## src/hsq_pkg.sv

```systemverilog
`default_nettype none

package hsq_pkg;

    // Window geometry default
    localparam int DEFAULT_WINDOW_DEPTH = 8;

    // Stream widths (bits; data widths padded to bytes)
    localparam int S_DATA_W = 24;
    localparam int M_DATA_W = 24;
    localparam int M_USER_W = 3;
    localparam int CFG_IDX_W = 3;
    localparam int CFG_DATA_W = 8;

    // Field widths
    localparam int RATE_W = 12;
    localparam int OXY_IN_W = 8;
    localparam int OXY_W = 7;
    localparam int SHOWN_RATE_W = 8;
    localparam int CNT_W = 3;
    localparam int FILL_CFG_W = 4;
    localparam int PROD_W = 21;

    // Register reset values
    localparam logic [7:0] HR_LOW_RST = 8'd40;
    localparam logic [7:0] HR_HIGH_RST = 8'd180;
    localparam logic [6:0] OXY_LOW_RST = 7'd70;
    localparam logic [6:0] OXY_HIGH_RST = 7'd99;
    localparam logic [6:0] OXY_JUMP_RST = 7'd10;
    localparam logic [2:0] MISS_LIMIT_RST = 3'd6;
    localparam logic [2:0] REJECT_LIMIT_RST = 3'd5;
    localparam logic [3:0] MIN_FILL_RST = 4'd3;

    // Halved-rate correction: below 90 bpm, within 20 bpm (Q8.4)
    localparam logic [RATE_W-1:0] DOUBLE_BELOW_Q4 = 12'd1440;
    localparam logic [RATE_W:0] DOUBLE_TOL_Q4 = 13'd320;

    // Plausibility window numerators over 256
    localparam logic [PROD_W-1:0] PLAUS_LO_NUM = 21'd166;
    localparam logic [PROD_W-1:0] PLAUS_HI_NUM = 21'd358;

    typedef enum logic [CFG_IDX_W-1:0] {
        REG_HR_LOW    = 3'd0,
        REG_HR_HIGH   = 3'd1,
        REG_OXY_LOW   = 3'd2,
        REG_OXY_HIGH  = 3'd3,
        REG_OXY_JUMP  = 3'd4,
        REG_MISS_LIM  = 3'd5,
        REG_REJ_LIM   = 3'd6,
        REG_MIN_FILL  = 3'd7
    } cfg_reg_t;

    typedef enum logic [M_USER_W-1:0] {
        V_PUBLISHED   = 3'd0,
        V_BUFFERED    = 3'd1,
        V_NO_BEAT     = 3'd2,
        V_OUT_RANGE   = 3'd3,
        V_JUMP        = 3'd4,
        V_IMPLAUSIBLE = 3'd5,
        V_CLEARED     = 3'd6
    } verdict_t;

    typedef enum logic [2:0] {
        S_IDLE,
        S_CHECK,
        S_PLAUS,
        S_MEDIAN,
        S_FINISH
    } hsq_state_t;

    typedef enum logic [1:0] {
        M_IDLE,
        M_LOAD,
        M_SCAN
    } med_state_t;

    // One window slot: corrected rate (Q8.4) and SpO2
    typedef struct packed {
        logic [RATE_W-1:0] rate;
        logic [OXY_W-1:0]  oxy;
    } win_entry_t;

endpackage

`default_nettype wire

```

## src/hsq_window.sv

```systemverilog
`default_nettype none

module hsq_window
    import hsq_pkg::*;
#(
    parameter int DEPTH = DEFAULT_WINDOW_DEPTH,
    localparam int IDX_W = $clog2(DEPTH)
)
(
    input  wire logic             clk,
    input  wire logic             wr_en,
    input  wire logic [IDX_W-1:0] wr_addr,
    input  win_entry_t            wr_data,
    input  wire logic [IDX_W-1:0] rd_addr,
    output win_entry_t            rd_data
);

    // Slots are only read once filled, so no reset.
    win_entry_t slot_reg [DEPTH];

    always_ff @(posedge clk)
    begin
        if (wr_en)
        begin
            slot_reg[wr_addr] <= wr_data;
        end
    end

    assign rd_data = slot_reg[rd_addr];

endmodule

`default_nettype wire

```

## src/hsq_median.sv

```systemverilog
`default_nettype none

module hsq_median
    import hsq_pkg::*;
#(
    parameter int DEPTH = DEFAULT_WINDOW_DEPTH,
    localparam int IDX_W = $clog2(DEPTH),
    localparam int FILL_W = $clog2(DEPTH + 1)
)
(
    input  wire logic              clk,
    input  wire logic              rst_n,
    input  wire logic              start,
    input  wire logic [FILL_W-1:0] count,
    output logic [IDX_W-1:0]       rd_addr,
    input  win_entry_t             rd_data,
    output logic                   done,
    output win_entry_t             result
);

    med_state_t        state_reg, state_next;
    logic [FILL_W-1:0] n_reg, n_next;
    logic [IDX_W-1:0]  i_reg, i_next;
    logic [IDX_W-1:0]  j_reg, j_next;
    win_entry_t        cand_reg, cand_next;
    logic [FILL_W-1:0] r_lt_reg, r_lt_next, r_le_reg, r_le_next;
    logic [FILL_W-1:0] o_lt_reg, o_lt_next, o_le_reg, o_le_next;
    logic              r_found_reg, r_found_next, o_found_reg, o_found_next;
    logic              done_reg, done_next;
    win_entry_t        result_reg, result_next;

    logic [FILL_W-1:0] r_lt_tot, r_le_tot, o_lt_tot, o_le_tot;
    logic [FILL_W-1:0] half;
    logic              last_j, r_hit, o_hit;

    always_ff @(posedge clk or negedge rst_n)
    begin
        if (!rst_n)
        begin
            state_reg <= M_IDLE;
            done_reg  <= 1'b0;
        end
        else
        begin
            state_reg <= state_next;
            done_reg  <= done_next;
        end
    end

    always_ff @(posedge clk)
    begin
        n_reg       <= n_next;
        i_reg       <= i_next;
        j_reg       <= j_next;
        cand_reg    <= cand_next;
        r_lt_reg    <= r_lt_next;
        r_le_reg    <= r_le_next;
        o_lt_reg    <= o_lt_next;
        o_le_reg    <= o_le_next;
        r_found_reg <= r_found_next;
        o_found_reg <= o_found_next;
        result_reg  <= result_next;
    end

    // Running rank counts including the entry read this cycle
    assign r_lt_tot = r_lt_reg + FILL_W'(rd_data.rate < cand_reg.rate);
    assign r_le_tot = r_le_reg + FILL_W'(rd_data.rate <= cand_reg.rate);
    assign o_lt_tot = o_lt_reg + FILL_W'(rd_data.oxy < cand_reg.oxy);
    assign o_le_tot = o_le_reg + FILL_W'(rd_data.oxy <= cand_reg.oxy);
    assign half     = n_reg >> 1;
    assign last_j   = (FILL_W'(j_reg) + FILL_W'(1)) == n_reg;
    // Candidate sits at sorted index n/2 (upper median)
    assign r_hit    = (r_lt_tot <= half) && (half < r_le_tot);
    assign o_hit    = (o_lt_tot <= half) && (half < o_le_tot);

    always_comb
    begin
        state_next   = state_reg;
        n_next       = n_reg;
        i_next       = i_reg;
        j_next       = j_reg;
        cand_next    = cand_reg;
        r_lt_next    = r_lt_reg;
        r_le_next    = r_le_reg;
        o_lt_next    = o_lt_reg;
        o_le_next    = o_le_reg;
        r_found_next = r_found_reg;
        o_found_next = o_found_reg;
        result_next  = result_reg;
        done_next    = 1'b0;
        rd_addr      = (state_reg == M_LOAD) ? i_reg : j_reg;

        case (state_reg)
            M_IDLE:
            begin
                if (start)
                begin
                    n_next       = count;
                    i_next       = '0;
                    r_found_next = 1'b0;
                    o_found_next = 1'b0;
                    state_next   = M_LOAD;
                end
            end
            M_LOAD:
            begin
                cand_next  = rd_data;
                j_next     = '0;
                r_lt_next  = '0;
                r_le_next  = '0;
                o_lt_next  = '0;
                o_le_next  = '0;
                state_next = M_SCAN;
            end
            M_SCAN:
            begin
                if (!last_j)
                begin
                    r_lt_next = r_lt_tot;
                    r_le_next = r_le_tot;
                    o_lt_next = o_lt_tot;
                    o_le_next = o_le_tot;
                    j_next    = j_reg + IDX_W'(1);
                end
                else
                begin
                    if (!r_found_reg && r_hit)
                    begin
                        result_next.rate = cand_reg.rate;
                        r_found_next     = 1'b1;
                    end
                    if (!o_found_reg && o_hit)
                    begin
                        result_next.oxy = cand_reg.oxy;
                        o_found_next    = 1'b1;
                    end
                    if ((r_found_reg || r_hit) && (o_found_reg || o_hit))
                    begin
                        done_next  = 1'b1;
                        state_next = M_IDLE;
                    end
                    else
                    begin
                        i_next     = i_reg + IDX_W'(1);
                        state_next = M_LOAD;
                    end
                end
            end
            default:
            begin
                state_next = M_IDLE;
            end
        endcase
    end

    assign done   = done_reg;
    assign result = result_reg;

endmodule

`default_nettype wire

```

## src/heart_rate_spo2_sample_qualifier.sv

```systemverilog
// Channel   Dir  Payload (lowest bit first)                      Accepted when
// s_axis    in   tuser: mode; tdata: beat_ok, rate_q4, oxygen_raw  tvalid && tready
// m_axis    out  tuser: verdict; tdata: shown_rate, shown_oxygen,  tvalid && tready
//                available, display_changed, restart_beats
// cfg       in   cfg_index selects register, cfg_data value        cfg_we
//
// Items are taken one at a time. Clear, no-beat, out-of-range and jump items pass
// the check step and then finish; implausible and buffered items also pass the
// plausibility step. Publishing items add the median ranking in hsq_median, which
// ranks candidates in turn, scanning the whole window fill for each candidate and
// reading one window entry at a time, until both medians are found.
// Reset (rst_n, async low) restores register defaults and clears the control state.
// A waiting result sits in the output register; the next item is accepted
// while it waits, and finishes only once the register is free.
`default_nettype none

module heart_rate_spo2_sample_qualifier
    import hsq_pkg::*;
#(
    parameter int WINDOW_DEPTH = DEFAULT_WINDOW_DEPTH
)
(
    input  wire logic                  clk,
    input  wire logic                  rst_n,
    // config write port
    input  wire logic                  cfg_we,
    input  wire logic [CFG_IDX_W-1:0]  cfg_index,
    input  wire logic [CFG_DATA_W-1:0] cfg_data,
    // input items
    input  wire logic                  s_axis_tvalid,
    output logic                       s_axis_tready,
    input  wire logic [S_DATA_W-1:0]   s_axis_tdata,  // beat_ok, rate_q4[11:0], oxygen_raw[7:0]
    input  wire logic                  s_axis_tuser,  // mode
    // result items
    output logic                       m_axis_tvalid,
    input  wire logic                  m_axis_tready,
    output logic [M_DATA_W-1:0]        m_axis_tdata,  // shown_rate[7:0], shown_oxygen[6:0],
                                                      // available, display_changed,
                                                      // restart_beats
    output logic [M_USER_W-1:0]        m_axis_tuser   // verdict[2:0]
);

    localparam int IDX_W = $clog2(WINDOW_DEPTH);
    localparam int FILL_W = $clog2(WINDOW_DEPTH + 1);
    localparam int CMP_W = (FILL_W > FILL_CFG_W) ? FILL_W : FILL_CFG_W;

    // ---------------- configuration registers ----------------
    logic [7:0]            hr_low_reg, hr_high_reg;
    logic [OXY_W-1:0]      oxy_low_reg, oxy_high_reg, oxy_jump_reg;
    logic [CNT_W-1:0]      miss_lim_reg, rej_lim_reg;
    logic [FILL_CFG_W-1:0] min_fill_reg;

    always_ff @(posedge clk or negedge rst_n)
    begin
        if (!rst_n)
        begin
            hr_low_reg   <= HR_LOW_RST;
            hr_high_reg  <= HR_HIGH_RST;
            oxy_low_reg  <= OXY_LOW_RST;
            oxy_high_reg <= OXY_HIGH_RST;
            oxy_jump_reg <= OXY_JUMP_RST;
            miss_lim_reg <= MISS_LIMIT_RST;
            rej_lim_reg  <= REJECT_LIMIT_RST;
            min_fill_reg <= MIN_FILL_RST;
        end
        else if (cfg_we)
        begin
            case (cfg_index)
                REG_HR_LOW:   hr_low_reg   <= cfg_data;
                REG_HR_HIGH:  hr_high_reg  <= cfg_data;
                REG_OXY_LOW:  oxy_low_reg  <= cfg_data[OXY_W-1:0];
                REG_OXY_HIGH: oxy_high_reg <= cfg_data[OXY_W-1:0];
                REG_OXY_JUMP: oxy_jump_reg <= cfg_data[OXY_W-1:0];
                REG_MISS_LIM: miss_lim_reg <= cfg_data[CNT_W-1:0];
                REG_REJ_LIM:  rej_lim_reg  <= cfg_data[CNT_W-1:0];
                REG_MIN_FILL: min_fill_reg <= cfg_data[FILL_CFG_W-1:0];
                default:      ;
            endcase
        end
    end

    // ---------------- control and qualifier state ----------------
    hsq_state_t         state_reg, state_next;
    logic [IDX_W-1:0]   slot_reg, slot_next;
    logic [FILL_W-1:0]  fill_reg, fill_next;
    logic [CNT_W-1:0]   miss_reg, miss_next;
    logic [CNT_W-1:0]   rej_reg, rej_next;
    logic [RATE_W-1:0]  stable_reg, stable_next;      // Q8.4, zero = none
    logic [OXY_IN_W-1:0] last_oxy_reg, last_oxy_next; // zero = none
    logic [SHOWN_RATE_W-1:0] pub_rate_reg, pub_rate_next;
    logic [OXY_W-1:0]   pub_oxy_reg, pub_oxy_next;
    logic               pub_valid_reg, pub_valid_next;
    logic               out_valid_reg, out_valid_next;

    // latched item and per-item results (payload, no reset)
    logic               mode_reg, beat_reg;
    logic [RATE_W-1:0]  rate_reg;
    logic [OXY_IN_W-1:0] oxy_reg;
    logic [RATE_W-1:0]  corr_reg, corr_next;
    logic               res_changed_reg, res_changed_next;
    logic               res_restart_reg, res_restart_next;
    verdict_t           res_verdict_reg, res_verdict_next;
    logic [SHOWN_RATE_W-1:0] out_rate_reg;
    logic [OXY_W-1:0]   out_oxy_reg;
    logic               out_avail_reg, out_changed_reg, out_restart_reg;
    verdict_t           out_verdict_reg;

    logic               in_fire, out_load, withdraw;
    logic               win_we, med_start, med_done;
    win_entry_t         win_wdata, win_rdata, med_result;
    logic [IDX_W-1:0]   win_raddr;

    // step datapath
    logic [CNT_W-1:0]   miss_inc, rej_inc;
    logic               out_of_range, oxy_jumped;
    logic [OXY_IN_W-1:0] oxy_diff;
    logic [RATE_W:0]    dbl, dd, dr;
    logic [RATE_W-1:0]  corr_calc;
    logic [PROD_W-1:0]  corr_scaled, stable_lo, stable_hi;
    logic               plausible;
    logic [FILL_W-1:0]  fill_inc;
    logic [SHOWN_RATE_W-1:0] med_rate_whole;

    assign in_fire  = s_axis_tvalid && s_axis_tready;
    assign out_load = (state_reg == S_FINISH) && (!out_valid_reg || m_axis_tready);

    assign miss_inc = (miss_reg == '1) ? miss_reg : miss_reg + CNT_W'(1);
    assign rej_inc  = (rej_reg == '1) ? rej_reg : rej_reg + CNT_W'(1);

    assign out_of_range = (rate_reg < {hr_low_reg, 4'b0000})
                       || (rate_reg > {hr_high_reg, 4'b0000})
                       || (oxy_reg < {1'b0, oxy_low_reg})
                       || (oxy_reg > {1'b0, oxy_high_reg});
    assign oxy_diff   = (oxy_reg > last_oxy_reg) ? oxy_reg - last_oxy_reg
                                                 : last_oxy_reg - oxy_reg;
    assign oxy_jumped = (last_oxy_reg != '0) && (oxy_diff > {1'b0, oxy_jump_reg});

    // Halved-rate correction: double when that lands closer to the stable rate
    assign dbl = {rate_reg, 1'b0};
    assign dd  = (dbl > {1'b0, stable_reg}) ? dbl - {1'b0, stable_reg}
                                            : {1'b0, stable_reg} - dbl;
    assign dr  = (rate_reg > stable_reg) ? {1'b0, rate_reg - stable_reg}
                                         : {1'b0, stable_reg - rate_reg};
    assign corr_calc = ((stable_reg != '0) && (rate_reg < DOUBLE_BELOW_Q4)
                        && (dd < dr) && (dd < DOUBLE_TOL_Q4)) ? dbl[RATE_W-1:0] : rate_reg;

    // Plausibility: corr*256 within stable*166 .. stable*358
    assign corr_scaled = PROD_W'({corr_reg, 8'h00});
    assign stable_lo   = PROD_W'(stable_reg) * PLAUS_LO_NUM;
    assign stable_hi   = PROD_W'(stable_reg) * PLAUS_HI_NUM;
    assign plausible   = (stable_reg == '0)
                      || ((corr_scaled >= stable_lo) && (corr_scaled <= stable_hi));

    assign fill_inc = (fill_reg < FILL_W'(WINDOW_DEPTH)) ? fill_reg + FILL_W'(1) : fill_reg;
    assign med_rate_whole = med_result.rate[RATE_W-1:4];

    assign win_wdata.rate = corr_reg;
    assign win_wdata.oxy  = oxy_reg[OXY_W-1:0];

    always_ff @(posedge clk or negedge rst_n)
    begin
        if (!rst_n)
        begin
            state_reg     <= S_IDLE;
            slot_reg      <= '0;
            fill_reg      <= '0;
            miss_reg      <= '0;
            rej_reg       <= '0;
            stable_reg    <= '0;
            last_oxy_reg  <= '0;
            pub_rate_reg  <= '0;
            pub_oxy_reg   <= '0;
            pub_valid_reg <= 1'b0;
            out_valid_reg <= 1'b0;
        end
        else
        begin
            state_reg     <= state_next;
            slot_reg      <= slot_next;
            fill_reg      <= fill_next;
            miss_reg      <= miss_next;
            rej_reg       <= rej_next;
            stable_reg    <= stable_next;
            last_oxy_reg  <= last_oxy_next;
            pub_rate_reg  <= pub_rate_next;
            pub_oxy_reg   <= pub_oxy_next;
            pub_valid_reg <= pub_valid_next;
            out_valid_reg <= out_valid_next;
        end
    end

    always_ff @(posedge clk)
    begin
        if (in_fire)
        begin
            mode_reg <= s_axis_tuser;
            beat_reg <= s_axis_tdata[0];
            rate_reg <= s_axis_tdata[12:1];
            oxy_reg  <= s_axis_tdata[20:13];
        end
        corr_reg        <= corr_next;
        res_changed_reg <= res_changed_next;
        res_restart_reg <= res_restart_next;
        res_verdict_reg <= res_verdict_next;
        if (out_load)
        begin
            out_rate_reg    <= pub_rate_reg;
            out_oxy_reg     <= pub_oxy_reg;
            out_avail_reg   <= pub_valid_reg;
            out_changed_reg <= res_changed_reg;
            out_restart_reg <= res_restart_reg;
            out_verdict_reg <= res_verdict_reg;
        end
    end

    always_comb
    begin
        state_next       = state_reg;
        slot_next        = slot_reg;
        fill_next        = fill_reg;
        miss_next        = miss_reg;
        rej_next         = rej_reg;
        stable_next      = stable_reg;
        last_oxy_next    = last_oxy_reg;
        pub_rate_next    = pub_rate_reg;
        pub_oxy_next     = pub_oxy_reg;
        pub_valid_next   = pub_valid_reg;
        corr_next        = corr_reg;
        res_changed_next = res_changed_reg;
        res_restart_next = res_restart_reg;
        res_verdict_next = res_verdict_reg;
        withdraw         = 1'b0;
        win_we           = 1'b0;
        med_start        = 1'b0;

        // output register drains independently of the sequencer
        out_valid_next = out_valid_reg;
        if (out_valid_reg && m_axis_tready)
        begin
            out_valid_next = 1'b0;
        end
        if (out_load)
        begin
            out_valid_next = 1'b1;
        end

        case (state_reg)
            S_IDLE:
            begin
                if (in_fire)
                begin
                    state_next = S_CHECK;
                end
            end
            S_CHECK:
            begin
                res_changed_next = 1'b0;
                res_restart_next = 1'b0;
                state_next       = S_FINISH;
                if (mode_reg)
                begin
                    // clear after motion or stale data
                    res_changed_next = (pub_rate_reg != '0) || (pub_oxy_reg != '0)
                                    || pub_valid_reg;
                    withdraw         = 1'b1;
                    fill_next        = '0;
                    slot_next        = '0;
                    res_restart_next = 1'b1;
                    res_verdict_next = V_CLEARED;
                end
                else if (!beat_reg)
                begin
                    res_verdict_next = V_NO_BEAT;
                    if (pub_valid_reg)
                    begin
                        miss_next = miss_inc;
                        if (miss_inc >= miss_lim_reg)
                        begin
                            withdraw         = 1'b1;
                            res_changed_next = 1'b1;
                        end
                    end
                end
                else if (out_of_range)
                begin
                    res_verdict_next = V_OUT_RANGE;
                    miss_next        = miss_inc;
                    if ((miss_inc >= miss_lim_reg) && pub_valid_reg)
                    begin
                        withdraw         = 1'b1;
                        res_changed_next = 1'b1;
                        res_restart_next = 1'b1;
                    end
                end
                else if (oxy_jumped)
                begin
                    last_oxy_next    = oxy_reg;
                    res_verdict_next = V_JUMP;
                end
                else
                begin
                    last_oxy_next = oxy_reg;
                    corr_next     = corr_calc;
                    state_next    = S_PLAUS;
                end
            end
            S_PLAUS:
            begin
                state_next = S_FINISH;
                if (!plausible)
                begin
                    res_verdict_next = V_IMPLAUSIBLE;
                    rej_next         = rej_inc;
                    if (rej_inc >= rej_lim_reg)
                    begin
                        // re-anchor on the rejected rate
                        stable_next = corr_reg;
                        rej_next    = '0;
                        fill_next   = '0;
                        slot_next   = '0;
                    end
                end
                else
                begin
                    rej_next  = '0;
                    miss_next = '0;
                    win_we    = 1'b1;
                    slot_next = (slot_reg == IDX_W'(WINDOW_DEPTH - 1)) ? '0
                                                                       : slot_reg + IDX_W'(1);
                    fill_next = fill_inc;
                    if (CMP_W'(fill_inc) < CMP_W'(min_fill_reg))
                    begin
                        res_verdict_next = V_BUFFERED;
                    end
                    else
                    begin
                        med_start  = 1'b1;
                        state_next = S_MEDIAN;
                    end
                end
            end
            S_MEDIAN:
            begin
                if (med_done)
                begin
                    if (fill_reg == FILL_W'(WINDOW_DEPTH))
                    begin
                        stable_next = {med_rate_whole, 4'b0000};
                    end
                    res_changed_next = (med_rate_whole != pub_rate_reg)
                                    || (med_result.oxy != pub_oxy_reg);
                    pub_rate_next    = med_rate_whole;
                    pub_oxy_next     = med_result.oxy;
                    pub_valid_next   = 1'b1;
                    res_verdict_next = V_PUBLISHED;
                    state_next       = S_FINISH;
                end
            end
            S_FINISH:
            begin
                if (out_load)
                begin
                    state_next = S_IDLE;
                end
            end
            default:
            begin
                state_next = S_IDLE;
            end
        endcase

        if (withdraw)
        begin
            pub_rate_next  = '0;
            pub_oxy_next   = '0;
            pub_valid_next = 1'b0;
            miss_next      = '0;
            stable_next    = '0;
            rej_next       = '0;
            last_oxy_next  = '0;
        end
    end

    // ---------------- window storage and median ranking ----------------
    hsq_window #(
        .DEPTH   (WINDOW_DEPTH)
    ) u_window (
        .clk     (clk),
        .wr_en   (win_we),
        .wr_addr (slot_reg),
        .wr_data (win_wdata),
        .rd_addr (win_raddr),
        .rd_data (win_rdata)
    );

    hsq_median #(
        .DEPTH   (WINDOW_DEPTH)
    ) u_median (
        .clk     (clk),
        .rst_n   (rst_n),
        .start   (med_start),
        .count   (fill_inc),
        .rd_addr (win_raddr),
        .rd_data (win_rdata),
        .done    (med_done),
        .result  (med_result)
    );

    // ---------------- ports ----------------
    assign s_axis_tready = (state_reg == S_IDLE);
    assign m_axis_tvalid = out_valid_reg;
    assign m_axis_tdata  = {6'b000000, out_restart_reg, out_changed_reg, out_avail_reg,
                            out_oxy_reg, out_rate_reg};
    assign m_axis_tuser  = out_verdict_reg;

endmodule

`default_nettype wire

```

## config.mk

```make
export PLATFORM = sky130hd
export DESIGN_NAME = heart_rate_spo2_sample_qualifier
export DESIGN_NICKNAME = d
export VERILOG_FILES = /design/src/hsq_pkg.sv /design/src/hsq_window.sv /design/src/hsq_median.sv /design/src/heart_rate_spo2_sample_qualifier.sv
export SDC_FILE = /design/constraint.sdc
export NUM_CORES = 1
export LEC_CHECK = 0
export BUFFER_PORTS_ARGS = -buffer_cell sky130_fd_sc_hd__buf_4
export CELL_PAD_IN_SITES_DETAIL_PLACEMENT = 0
export CELL_PAD_IN_SITES_GLOBAL_PLACEMENT = 1
export CORE_MARGIN = 2
export CORE_UTILIZATION = 40
export CTS_BUF_LIST = sky130_fd_sc_hd__clkbuf_4
export CTS_CLUSTER_DIAMETER = 60
export CTS_CLUSTER_SIZE = 28
export DETAILED_ROUTE_END_ITERATION = 8
export PLACE_DENSITY_LB_ADDON = 0.1
export SLEW_MARGIN = 20
export SYNTH_ARGS = -nofsm -noshare
export SYNTH_HDL_FRONTEND = slang
export SYNTH_SLANG_ARGS = --single-unit
```

## constraint.sdc

```tcl
create_clock -name clk -period 8.4 [get_ports clk]
set_clock_uncertainty 0.15 [all_clocks]
set_input_delay 1.26 -clock clk [delete_from_list [all_inputs] [get_ports clk]]
set_output_delay 1.26 -clock clk [all_outputs]
set_load 0.01 [all_outputs]
```

# Word-level counts from Yosys, hierarchy flattened

Memories as Yosys holds them, arrays and structs flattened.
Index checks and enable logic that the tools add are counted.
W data, S select, Z words.

$lt $le $gt $ge: 25
Bitwise gates (word level): 3
Equality and inequality tests: 43
Reductions and logical operators: 73
Multiplexer cells: 114
Add/sub/neg operators: 17
Multiply operators: 2

Operator list:

| kind                    | count |
|---|---|
| $mux W3                 | 37 |
| $mux W12                | 7 |
| $mux W8                 | 9 |
| $pmux W4 S2             | 5 |
| $mux W4                 | 8 |
| $mux W1                 | 31 |
| $reduce_and A2 Y1       | 13 |
| $eq A3 B3 Y1 const B    | 8 |
| $gt A12 B12 Y1          | 2 |
| $lt A12 B12 Y1          | 2 |
| $pmux W12 S2            | 1 |
| $pmux W3 S2             | 4 |
| $sub A12 B12 Y12        | 2 |
| $le A20 B21 Y1          | 1 |
| $mux W7                 | 3 |
| $ne A3 B3 Y1 const B    | 7 |
| $ge A20 B20 Y1          | 1 |
| $mul A12 B8 Y20 const B | 1 |
| $reduce_and A4 Y1       | 5 |
| $reduce_bool A2 Y1      | 10 |
| $mul A12 B7 Y19 const B | 1 |
| $add A4 B1 Y4           | 4 |
| $gt A8 B7 Y1            | 2 |
| $reduce_bool A8 Y1      | 2 |
| other kinds (51)        | 111 |

Memories: 1
Word-level logic and storage cells: 327
Register bits: 229
Memory bits (writable): 152

Memory list:

| memory            | depth | width | rd ports | clocked after Yosys merged registers in | wr ports | RTL line         | text |
|---|---|---|---|---|---|---|---|
| u_window.slot_reg | 8     | 19    | 1        | 0                                       | 1        | hsq_window.sv:19 | `win_entry_t slot_reg [DEPTH];` |

# Depth between registers and ports, before layout

Gate-level depths: netlist of the first run.
An unclocked memory read counts as a cell.

Word-level depth: 12
Depth in mapped cells: 27

# By module

Synthesis of the first run repeated with hierarchy kept, for this count alone.

Cell total of the unflattened synthesis: 1,960
Area, all modules: 23,665.2 µm²

By module, submodules not included:

| module                           | area each (µm²) | cells an instance | times used |
|---|---|---|---|
| heart_rate_spo2_sample_qualifier | 14,402.6        | 1,477             | 1 |
| hsq_window                       | 5,879.4         | 232               | 1 |
| hsq_median                       | 3,383.2         | 251               | 1 |

# Worst setup path before layout of the first run

No wires, ideal clock.

Path kind: reg2reg
Start point: reg stable_reg[4]
End point: mem u_window.slot_reg[5][0] (netlist bit) (enable)
Stages on the path, launching flop included: 24
Setup time: 0.423 ns
Data required time: 7.827 ns
Clock period less this slack: 7.454 ns
Slack: 0.946 ns
Data arrival time: 6.881 ns
Path through: dfrtp_1 > ha_1 > fa_1 > ha_1 > inv_1 > fa_1 > inv_1 > ha_1 > and2_1 > a22o_1 > a311oi_1 > nor3_1 > and2_1 > o21ai_0 > a221o_1 > ha_1 > nand4_1 > nor4_1 > a211oi_1 > nand2b_1 > o21ba_2 > clkbuf_1 > nand2_1 > nor3b_1

Cells in the longest elaborated chain, start to end: 8
Elaborated cells between the ends (all ways): 11
Classes of those cells: mul: 2; order compare: 2; mux: 4; reduce/logical: 3

RTL lines:

| item                                                      | RTL line                                                                         | text |
|---|---|---|
| from (decl)                                               | heart_rate_spo2_sample_qualifier.sv:88                                           | `logic [RATE_W-1:0] stable_reg, stable_next;` |
| from (signal assigned)                                    | heart_rate_spo2_sample_qualifier.sv:183                                          | `stable_reg <= stable_next;` |
| $mul A12 B8 Y20 / $mul A12 B7 Y19 (equally long branches) | heart_rate_spo2_sample_qualifier.sv:150, heart_rate_spo2_sample_qualifier.sv:149 |  |
| $le A20 B21 Y1 / $ge A20 B20 Y1 (equally long branches)   | heart_rate_spo2_sample_qualifier.sv:152                                          | `\|\| ((corr_scaled >= stable_lo) && (corr_scaled <= stable_hi));` |
| $logic_and A1 B1 Y1                                       | heart_rate_spo2_sample_qualifier.sv:152                                          |  |
| $logic_or A1 B1 Y1 (*)                                    | heart_rate_spo2_sample_qualifier.sv:152                                          |  |
| $mux W1 (*)                                               | heart_rate_spo2_sample_qualifier.sv:310                                          | `if (!plausible)` |
| $mux W1 (*)                                               | heart_rate_spo2_sample_qualifier.sv:247                                          | `case (state_reg)` |
| $mux W1 (*)                                               | hsq_window.sv:23                                                                 | `if (wr_en)` |
| $mux W1 (implied by the code) (*)                         | hsq_window.sv:25                                                                 | `slot_reg[wr_addr] <= wr_data;` |
| to (decl)                                                 | hsq_window.sv:19                                                                 |  |

Every way passes the cells marked *; elsewhere a longest branch is shown, timed or not.

# Final worst setup path of the first run

Start point: reg stable_reg[6]
End point: reg u_median.i_reg[0] (enable)

Cells in the longest elaborated chain, start to end: 8
Elaborated cells between the ends (all ways): 11
Classes of those cells: mul: 2; order compare: 2; eq/ne: 1; mux: 2; reduce/logical: 4

RTL lines:

| item                                                      | RTL line                                                                         | text |
|---|---|---|
| $mul A12 B8 Y20 / $mul A12 B7 Y19 (equally long branches) | heart_rate_spo2_sample_qualifier.sv:150, heart_rate_spo2_sample_qualifier.sv:149 |  |
| $le A20 B21 Y1 / $ge A20 B20 Y1 (equally long branches)   | heart_rate_spo2_sample_qualifier.sv:152                                          |  |
| $logic_and A1 B1 Y1                                       | heart_rate_spo2_sample_qualifier.sv:152                                          |  |
| $logic_or A1 B1 Y1 (*)                                    | heart_rate_spo2_sample_qualifier.sv:152                                          |  |
| $mux W1 (*)                                               | heart_rate_spo2_sample_qualifier.sv:310                                          |  |
| $mux W1 (*)                                               | heart_rate_spo2_sample_qualifier.sv:247                                          |  |
| $ne A2 B2 Y1 (no source line) (*)                         | n/a                                                                              |  |
| $reduce_and A4 Y1 (no source line) (*)                    | n/a                                                                              |  |
| to (signal assigned)                                      | hsq_median.sv:53                                                                 | `i_reg <= i_next;` |
| to (decl)                                                 | hsq_median.sv:23                                                                 | `logic [IDX_W-1:0] i_reg, i_next;` |

Marks and branches as above.
A chain may end at the register's enable or synchronous reset.

==> flow_summary.rst, run 1 <==
.. list-table::
   :header-rows: 1

   * - Metric
     - Value
   * - Status
     - finished clean
   * - Post-route standard cell area excluding fillers
     - 25100 um2
   * - Total detailed-routing wirelength
     - 56100 um
   * - Initial antenna violation count
     - 2
   * - Gates resized, CTS repair
     - 0
   * - Dominant register cell in the synthesized netlist
     - sky130_fd_sc_hd__edfxtp_1
   * - Number of core rows
     - 87
   * - Iter 0 DRT Violations
     - 837
   * - Combinational family with the most area after synthesis
     - adder cells
   * - Fraction of final layout cells with drive strength greater than 1
     - 15.4%
   * - Sequential share of the synthesized area
     - 47.1%
   * - Worst R2R Setup Slack
     - 810 ps
   * - Wire length of the first global-routing pass
     - 88100 um
   * - Mapped cell area
     - 23000 um2
   * - TritonCTS clock tree
     - built
   * - R2R cell count
     - 24
   * - Critical R2R Launch
     - stable_reg[6]$_DFFE_PN0P_
   * - Max H-tree Level
     - 2
   * - IO Pins
     - 70
   * - Synthesis-stage register bit count
     - 377
   * - Count of flip-flops with a built-in enable after synthesis
     - 274
   * - Placeable core area
     - 56600 um2
   * - CP Capture Type
     - flip-flop
   * - Area taken by multi-input logic gates
     - 11300 um2
   * - Via count of the first global-routing pass
     - 14719
   * - Async set or reset register ratio after synthesis
     - 27.3%
   * - Top cells by area in the synthesized netlist
     - sky130_fd_sc_hd__edfxtp_1 36%, sky130_fd_sc_hd__ha_1 15%, sky130_fd_sc_hd__dfrtp_1 8.9%
   * - Seq. cell area
     - 10800 um2
   * - Number of vias per cell
     - 5.32
   * - Period utilisation layout
     - 90.4%
   * - Post-synthesis to final-layout area growth
     - 9.18%
   * - Portion of netlist area occupied by mux cells
     - 7.95%
   * - CP Class
     - reg2reg
   * - Remaining DRCs
     - 0
   * - Minimum clock period
     - 7590 ps
   * - Fmax
     - 0.132 GHz
   * - Most frequent standard cell in the layout excluding fill and tap cells
     - sky130_fd_sc_hd__ha_1
   * - Clock buffers created by TritonCTS
     - 34
   * - Share of Yosys cell area claimed by the top area cell type
     - 35.8%
   * - Distinct cells, synth
     - 80
   * - Pin count of the biggest net entering global routing
     - 69
   * - # nets final
     - 2310
   * - Final setup violation count
     - 0
   * - Wire length per cell
     - 20.6 um
   * - Type of element launching the critical path
     - flip-flop
   * - Headroom to the max-slew limit
     - 28.7%
   * - Final Slew Violations
     - 0
   * - Number of max-cap violations
     - 0
   * - Via Count
     - 14501
   * - Hold violation total from the final report
     - 0
   * - Simple-gate portion of the synthesized area
     - 7.73%
   * - Unrepaired setup endpoints after global routing
     - no
   * - Remaining global-route overflow
     - 0
   * - Die Height
     - 244 um
   * - DIE WIDTH
     - 244 um
   * - Post-CTS Setup Bufs
     - 0
   * - Detailed Place HPWL
     - 41900 um
   * - Tightest Hold Check Type
     - in2async
   * - Setup tns final
     - 0 ps
   * - Maximum root-to-sink buffer count
     - 3
   * - Cell area power density
     - 181 nW/um2
   * - Placer's final routability congestion estimate
     - 0.836
   * - Data required time at the worst endpoint
     - 8730 ps
   * - Root Driver
     - sky130_fd_sc_hd__clkbuf_4
   * - First-pass iteration count of the detailed router
     - 5
   * - Tightest Pin Transition
     - 1070 ps
   * - Placement Setup Slack
     - 741 ps
   * - Total leakage power
     - 10.9 nW
   * - Highest net fanout along the worst path
     - 12
   * - Synthesized-area fraction occupied by ao, oa, aoi and oai cells
     - 10.8%
   * - Clock insertion delay at the later pin of the skew report
     - 830 ps
   * - Largest register FFs
     - 152
   * - Share of synthesized cell area in full adder, half adder and majority cells
     - 19.2%
   * - Per-instance average area after synthesis
     - 12.4 um2
   * - Synth warn
     - 0
   * - # hold bufs at CTS
     - 0
   * - Final core utilization
     - 44.4%
   * - Arrival time of the worst setup path
     - 7920 ps
   * - Filler instances
     - 5355
   * - Largest voltage drop on the vdd net
     - 0.000102 V
   * - All-Layer GR Usage
     - 19.3%
   * - Destination of the worst register-to-register timing path
     - u_median.i_reg[0]$_SDFFCE_PN0P_
   * - Number of buffer cells added on primary ports
     - 60
   * - Number of clock sinks
     - 377
   * - Clock transition at the registers of the reported paths
     - 240 ps
   * - Syn Inst Count
     - 1862
   * - Die Footprint
     - 59400 um2
   * - Xor and xnor area share after synthesis
     - 3.24%
   * - Routed Antenna Nets
     - 0
   * - Area of placed instances
     - 24500 um2
   * - Most frequent cells in the layout
     - 282 x sky130_fd_sc_hd__ha_1, 274 x sky130_fd_sc_hd__edfxtp_1, 178 x sky130_fd_sc_hd__inv_1
   * - Cell taking the most area after synthesis
     - sky130_fd_sc_hd__edfxtp_1
   * - Starting Density
     - 40.6%
   * - Worst setup margin
     - 810 ps
## metrics by stage
step / cells / hold slack [ps] / total power [mW]
3_3_place_gp: 2663 / 259 / 3.49
5_1_grt: 2726 / 195 / 4.86
6_report: 2726 / 247 / 4.55
4_1_cts: 2724 / 173 / 4.61
2_1_floorplan: 1867 / 250 / 3.16
3_5_place_dp: 2663 / 255 / 3.51
## report_power, final
part	total, mW	internal (mW)	leakage (nW)	switching [mW]
logic	1.20	0.540	6.73	0.664
registers	2.26	2.15	3.82	0.110
clock network	1.09	0.363	0.326	0.727
## worst max-delay path by stage
stage / start / endpoint / slack, ps / cells after the start
6_report: stable_reg[6]$_DFFE_PN0P_ / u_median.i_reg[0]$_SDFFCE_PN0P_ / 810 / 24
5_1_grt: stable_reg[6]$_DFFE_PN0P_ / u_median.i_reg[0]$_SDFFCE_PN0P_ / 220 / 23
4_1_cts: stable_reg[6]$_DFFE_PN0P_ / u_median.i_reg[0]$_SDFFCE_PN0P_ / 770 / 24
3_5_place_dp: stable_reg[6]$_DFFE_PN0P_ / u_median.i_reg[0]$_SDFFCE_PN0P_ / 740 / 24
3_3_place_gp: stable_reg[6]$_DFFE_PN0P_ / u_median.i_reg[0]$_SDFFCE_PN0P_ / 870 / 24
2_1_floorplan: stable_reg[4]$_DFFE_PN0P_ / u_window.slot_reg[5][0]$_DFFE_PP_ / 950 / 23
## metal layers
layer | vias to the layer above | GRT usage, % | share of wire (%)
met5 | - | 0 | 0
met4 | 0 | 3.62 | 1.4
met3 | 46 | 2.49 | 3.1
met2 | 185 | 33.0 | 49
met1 | 7250 | 26.4 | 46
li1 | 7020 | - | -
## critical path, cell delays in order, from the launching register on
cell                       delay (ps)
sky130_fd_sc_hd__dfrtp_1          680
sky130_fd_sc_hd__ha_1             370
sky130_fd_sc_hd__fa_1             470
sky130_fd_sc_hd__ha_1             290
sky130_fd_sc_hd__inv_1             50
sky130_fd_sc_hd__fa_1             490
sky130_fd_sc_hd__inv_1             40
sky130_fd_sc_hd__ha_1             350
sky130_fd_sc_hd__and2_1           190
sky130_fd_sc_hd__a22o_1           210
sky130_fd_sc_hd__a311oi_1         320
sky130_fd_sc_hd__nor3_1           170
sky130_fd_sc_hd__a211o_1          280
sky130_fd_sc_hd__a21oi_1          170
sky130_fd_sc_hd__xnor2_1           90
sky130_fd_sc_hd__ha_1             300
sky130_fd_sc_hd__nand4_1          220
sky130_fd_sc_hd__nor4_1           320
sky130_fd_sc_hd__a211oi_1         130
sky130_fd_sc_hd__buf_4            170
sky130_fd_sc_hd__nand2b_1         190
sky130_fd_sc_hd__o21ba_2          460
sky130_fd_sc_hd__o21ai_1          280
sky130_fd_sc_hd__or3_1            440
sky130_fd_sc_hd__a21boi_0         460
## layout make-up
cell class / count / area share, %
flip-flops and latches: 377 / 43.1
clock inverters: 26 / 1.42
diodes: 2 / 0.0199
well taps: 756 / 3.77
inverters: 179 / 2.68
repair buffers: 92 / 2.75
multi-input cells: 1259 / 45.2
clock buffers: 35 / 1.05
## logic make-up after synthesis
logic type,Yosys count
AND/OR/NAND/NOR,339
adder cells (fa/ha/maj),326
other,1
multiplexers,128
flip-flops,377
AO/OA/AOI/OAI,375
buffers and inverters,231
XOR/XNOR,85
## cell usage after synthesis, drive strengths merged, types with 17 or more instances
cell type / n
o21ai: 79
edfxtp: 274
mux2i: 32
nor2: 68
nor3: 26
nand4: 26
dfstp: 21
nor2b: 21
buf: 21
mux4: 38
nand2: 70
xor2: 27
a22o: 22
mux2: 58
inv: 179
dfrtp: 82
xnor2: 58
clkbuf: 31
a21o: 59
and2: 17
fa: 44
nand2b: 21
a21oi: 85
ha: 282
o22ai: 18
nand3: 26
Power figures use the tool's default switching activity.
==> run 2, diff against run 1 <==
- CORE_MARGIN: 2 -> 4
==> run 2 against run 1 <==
  * Combinational power is essentially flat
  * Highest routed layer is now met5
  * Sequential share of layout area grew 0.16 points
  * Non-clock buffer count grew 4
  * Power shrank 3.0%
  * Utilization shrank 0.17 points
  * Clock-buffer cell count shrank 4
  * Via count grew 0.12%
  * Worst setup slack lost 27 ps
  * Design area shrank 0.37%
  * Register-to-register slack lost 30 ps
==> flow_summary.rst, run 2 (synthesis results as in run 1) <==
.. list-table::
   :header-rows: 1

   * - Metric
     - Value
   * - Die Footprint
     - 61400 um2 (was 59400 um2)
   * - Met2 Track Usage GR
     - 32.0% (was 33.0%)
   * - Routed Antenna Nets
     - 0 (unchanged)
   * - Number of clock sinks
     - 377 (unchanged)
   * - Highest net fanout along the worst path
     - 12 (unchanged)
   * - Global routing's busiest layer
     - met2 (unchanged)
   * - Pwr Total
     - 4.42 mW (was 4.55 mW)
   * - Number of vias per cell
     - 5.33 (was 5.32)
   * - Period utilisation layout
     - 90.7% (was 90.4%)
   * - Largest register FFs
     - 152 (unchanged)
   * - Most frequent cells in the layout
     - 282 x sky130_fd_sc_hd__ha_1, 274 x sky130_fd_sc_hd__edfxtp_1, 178 x sky130_fd_sc_hd__inv_1 (unchanged)
   * - Hold violation total from the final report
     - 0 (unchanged)
   * - Via count of the first global-routing pass
     - 14771 (was 14719)
   * - Placer's final routability congestion estimate
     - 0.818 (was 0.836)
   * - Headroom to the max-slew limit
     - 25.7% (was 28.7%)
   * - Internal power consumption
     - 2.96 mW (was 3.05 mW)
   * - Fraction of final layout cells with drive strength greater than 1
     - 15.5% (was 15.4%)
   * - Post-route standard cell area excluding fillers
     - 25000 um2 (was 25100 um2)
   * - Wire length of the first global-routing pass
     - 87600 um (was 88100 um)
   * - Data required time at the worst endpoint
     - 8750 ps (was 8730 ps)
   * - Wire length per cell
     - 20.8 um (was 20.6 um)
   * - IO Pins
     - 70 (unchanged)
   * - Portion of total power attributed to the clock network
     - 21.6% (was 23.9%)
   * - Via Count
     - 14519 (was 14501)
   * - Largest voltage drop on the vdd net
     - 0.0000943 V (was 0.000102 V)
   * - Unrepaired setup endpoints after global routing
     - no (unchanged)
   * - Combinational share of power
     - 27.2% (was 26.4%)
   * - Max H-tree Level
     - 1 (was 2)
   * - Placeable core area
     - 56600 um2 (unchanged)
   * - CP Capture Type
     - flip-flop (unchanged)
   * - Arrival time of the worst setup path
     - 7970 ps (was 7920 ps)
   * - Remaining DRCs
     - 0 (unchanged)
   * - Most frequent standard cell in the layout excluding fill and tap cells
     - sky130_fd_sc_hd__ha_1 (unchanged)
   * - Final core utilization
     - 44.2% (was 44.4%)
   * - Switching portion of total power
     - 33.1% (was 33.0%)
   * - Clock transition at the registers of the reported paths
     - 180 ps (was 240 ps)
   * - # nets final
     - 2310 (unchanged)
   * - Total leakage power
     - 10.8 nW (was 10.9 nW)
   * - Pin count of the biggest net entering global routing
     - 72 (was 69)
   * - Initial antenna violation count
     - 4 (was 2)
   * - Sequential fraction of design power
     - 51.2% (was 49.6%)
   * - Worst hold slack across all endpoints
     - 261 ps (was 247 ps)
   * - Setup tns final
     - 0 ps (unchanged)
   * - TritonCTS clock tree
     - built (unchanged)
   * - Tightest Hold Check Type
     - in2async (unchanged)
   * - Post-CTS Setup Bufs
     - 0 (unchanged)
   * - Final setup violation count
     - 0 (unchanged)
   * - Cell area power density
     - 177 nW/um2 (was 181 nW/um2)
   * - Area of placed instances
     - 24500 um2 (about the same)
   * - Status
     - finished clean (unchanged)
   * - Tightest Pin Transition
     - 1110 ps (was 1070 ps)
   * - First-pass iteration count of the detailed router
     - 5 (unchanged)
   * - CP Class
     - reg2reg (unchanged)
   * - Maximum root-to-sink buffer count
     - 3 (unchanged)
   * - Type of element launching the critical path
     - flip-flop (unchanged)
   * - Power dissipated by switching net loads
     - 1.46 mW (was 1.50 mW)
   * - DIE WIDTH
     - 248 um (was 244 um)
   * - Fmax
     - 0.131 GHz (was 0.132 GHz)
   * - Total detailed-routing wirelength
     - 56600 um (was 56100 um)
   * - Post-synthesis to final-layout area growth
     - 8.77% (was 9.18%)
   * - Met3 usage
     - 2.54% (was 2.49%)
   * - Clock buffers created by TritonCTS
     - 30 (was 34)
   * - Die Height
     - 248 um (was 244 um)
   * - Gates resized, CTS repair
     - 0 (unchanged)
   * - Detailed Place HPWL
     - 42100 um (was 41900 um)
   * - Number of core rows
     - 87 (unchanged)
   * - Minimum clock period
     - 7620 ps (was 7590 ps)
   * - Remaining global-route overflow
     - 0 (unchanged)
   * - Number of max-cap violations
     - 0 (unchanged)
   * - Clock insertion delay at the later pin of the skew report
     - 850 ps (was 830 ps)
   * - Iter 0 DRT Violations
     - 833 (was 837)
   * - Met1 capacity usage during global routing
     - 25.3% (was 26.4%)
   * - All-Layer GR Usage
     - 18.6% (was 19.3%)
   * - Starting Density
     - 40.6% (unchanged)
   * - Root Driver
     - sky130_fd_sc_hd__clkbuf_4 (unchanged)
   * - Number of buffer cells added on primary ports
     - 60 (unchanged)
   * - # hold bufs at CTS
     - 0 (unchanged)
   * - Final Slew Violations
     - 0 (unchanged)
## run 2: cell types whose count changed in the layout (fill, tap and decap cells not counted), sizes merged
cell,before,now
clkinv,9,10
bufinv,3,1
diode,2,1
inv,191,190
clkbuf,35,31
buf,92,96
## run 2: critical path: stages (launching register included)
cell and delay, ps:
sky130_fd_sc_hd__dfrtp_1 710, sky130_fd_sc_hd__ha_1 380, sky130_fd_sc_hd__fa_1 480, sky130_fd_sc_hd__ha_1 290
sky130_fd_sc_hd__inv_1 50, sky130_fd_sc_hd__fa_1 490, sky130_fd_sc_hd__inv_1 40, sky130_fd_sc_hd__ha_1 350
sky130_fd_sc_hd__and2_1 190, sky130_fd_sc_hd__a22o_1 210, sky130_fd_sc_hd__a311oi_1 320, sky130_fd_sc_hd__nor3_1 170
sky130_fd_sc_hd__a211o_1 280, sky130_fd_sc_hd__a21oi_1 190, sky130_fd_sc_hd__xnor2_1 90, sky130_fd_sc_hd__ha_1 290
sky130_fd_sc_hd__nand4_1 190, sky130_fd_sc_hd__nor4_1 310, sky130_fd_sc_hd__a211oi_1 130, sky130_fd_sc_hd__buf_4 180
sky130_fd_sc_hd__nand2b_1 200, sky130_fd_sc_hd__o21ba_2 440, sky130_fd_sc_hd__o21ai_1 280, sky130_fd_sc_hd__or3_1 460
sky130_fd_sc_hd__a21boi_0 440
## run 2: area by class of cell
cell class	instances	area [um2]
diodes	1	2.50
clock buffers	31	233
clock inverters	24	273
fillers	5338	31600
inverters	179	672
multi-input cells	1259	11300
flip-flops and latches	377	10800
well taps	756	946
repair buffers	96	721
## run 2: power by group through the flow
stage / Clock (mW) / Sequential [mW] / Combinational [mW]
after global routing: 1.07 / 2.28 / 1.36
after global placement: 0 / 2.30 / 1.19
after detailed placement: 0 / 2.31 / 1.21
after CTS: 1.00 / 2.27 / 1.22
final: 0.953 / 2.26 / 1.20
after floorplan: 0 / 2.27 / 0.891
## run 2: path summary, 6_finish.rpt
kind,from,endpoint,slack [ps],cells past startpoint
max in group asynchronous,rst_n,state_reg[0]$_DFFE_PN0P_,6480,2
max reg2reg,stable_reg[6]$_DFFE_PN0P_,u_median.i_reg[0]$_SDFFCE_PN0P_,780,24
min reg2reg,res_verdict_reg[2]$_DFFE_PP_,m_axis_tuser[2]$_DFFE_PP_,290,0
min in group clk,res_verdict_reg[2]$_DFFE_PP_,m_axis_tuser[2]$_DFFE_PP_,290,0
max,stable_reg[6]$_DFFE_PN0P_,u_median.i_reg[0]$_SDFFCE_PN0P_,780,24
min,rst_n,stable_reg[11]$_DFFE_PN0P_,260,1
## run 2: stage by stage
step           worst slack, ps  instances
3_5_place_dp               793       2667
4_1_cts                    801       2722
6_report                   783       2723
3_3_place_gp               917       2667
5_1_grt                    310       2723
2_1_floorplan              946       1867
## run 2: routing by layer
| layer | vias to the layer above | wire length, um |
|---|---|---|
| li1 | 7023 | - |
| met1 | 7212 | 25700 |
| met2 | 215 | 27500 |
| met3 | 63 | 2270 |
| met4 | 6 | 1070 |
| met5 | - | 32 |
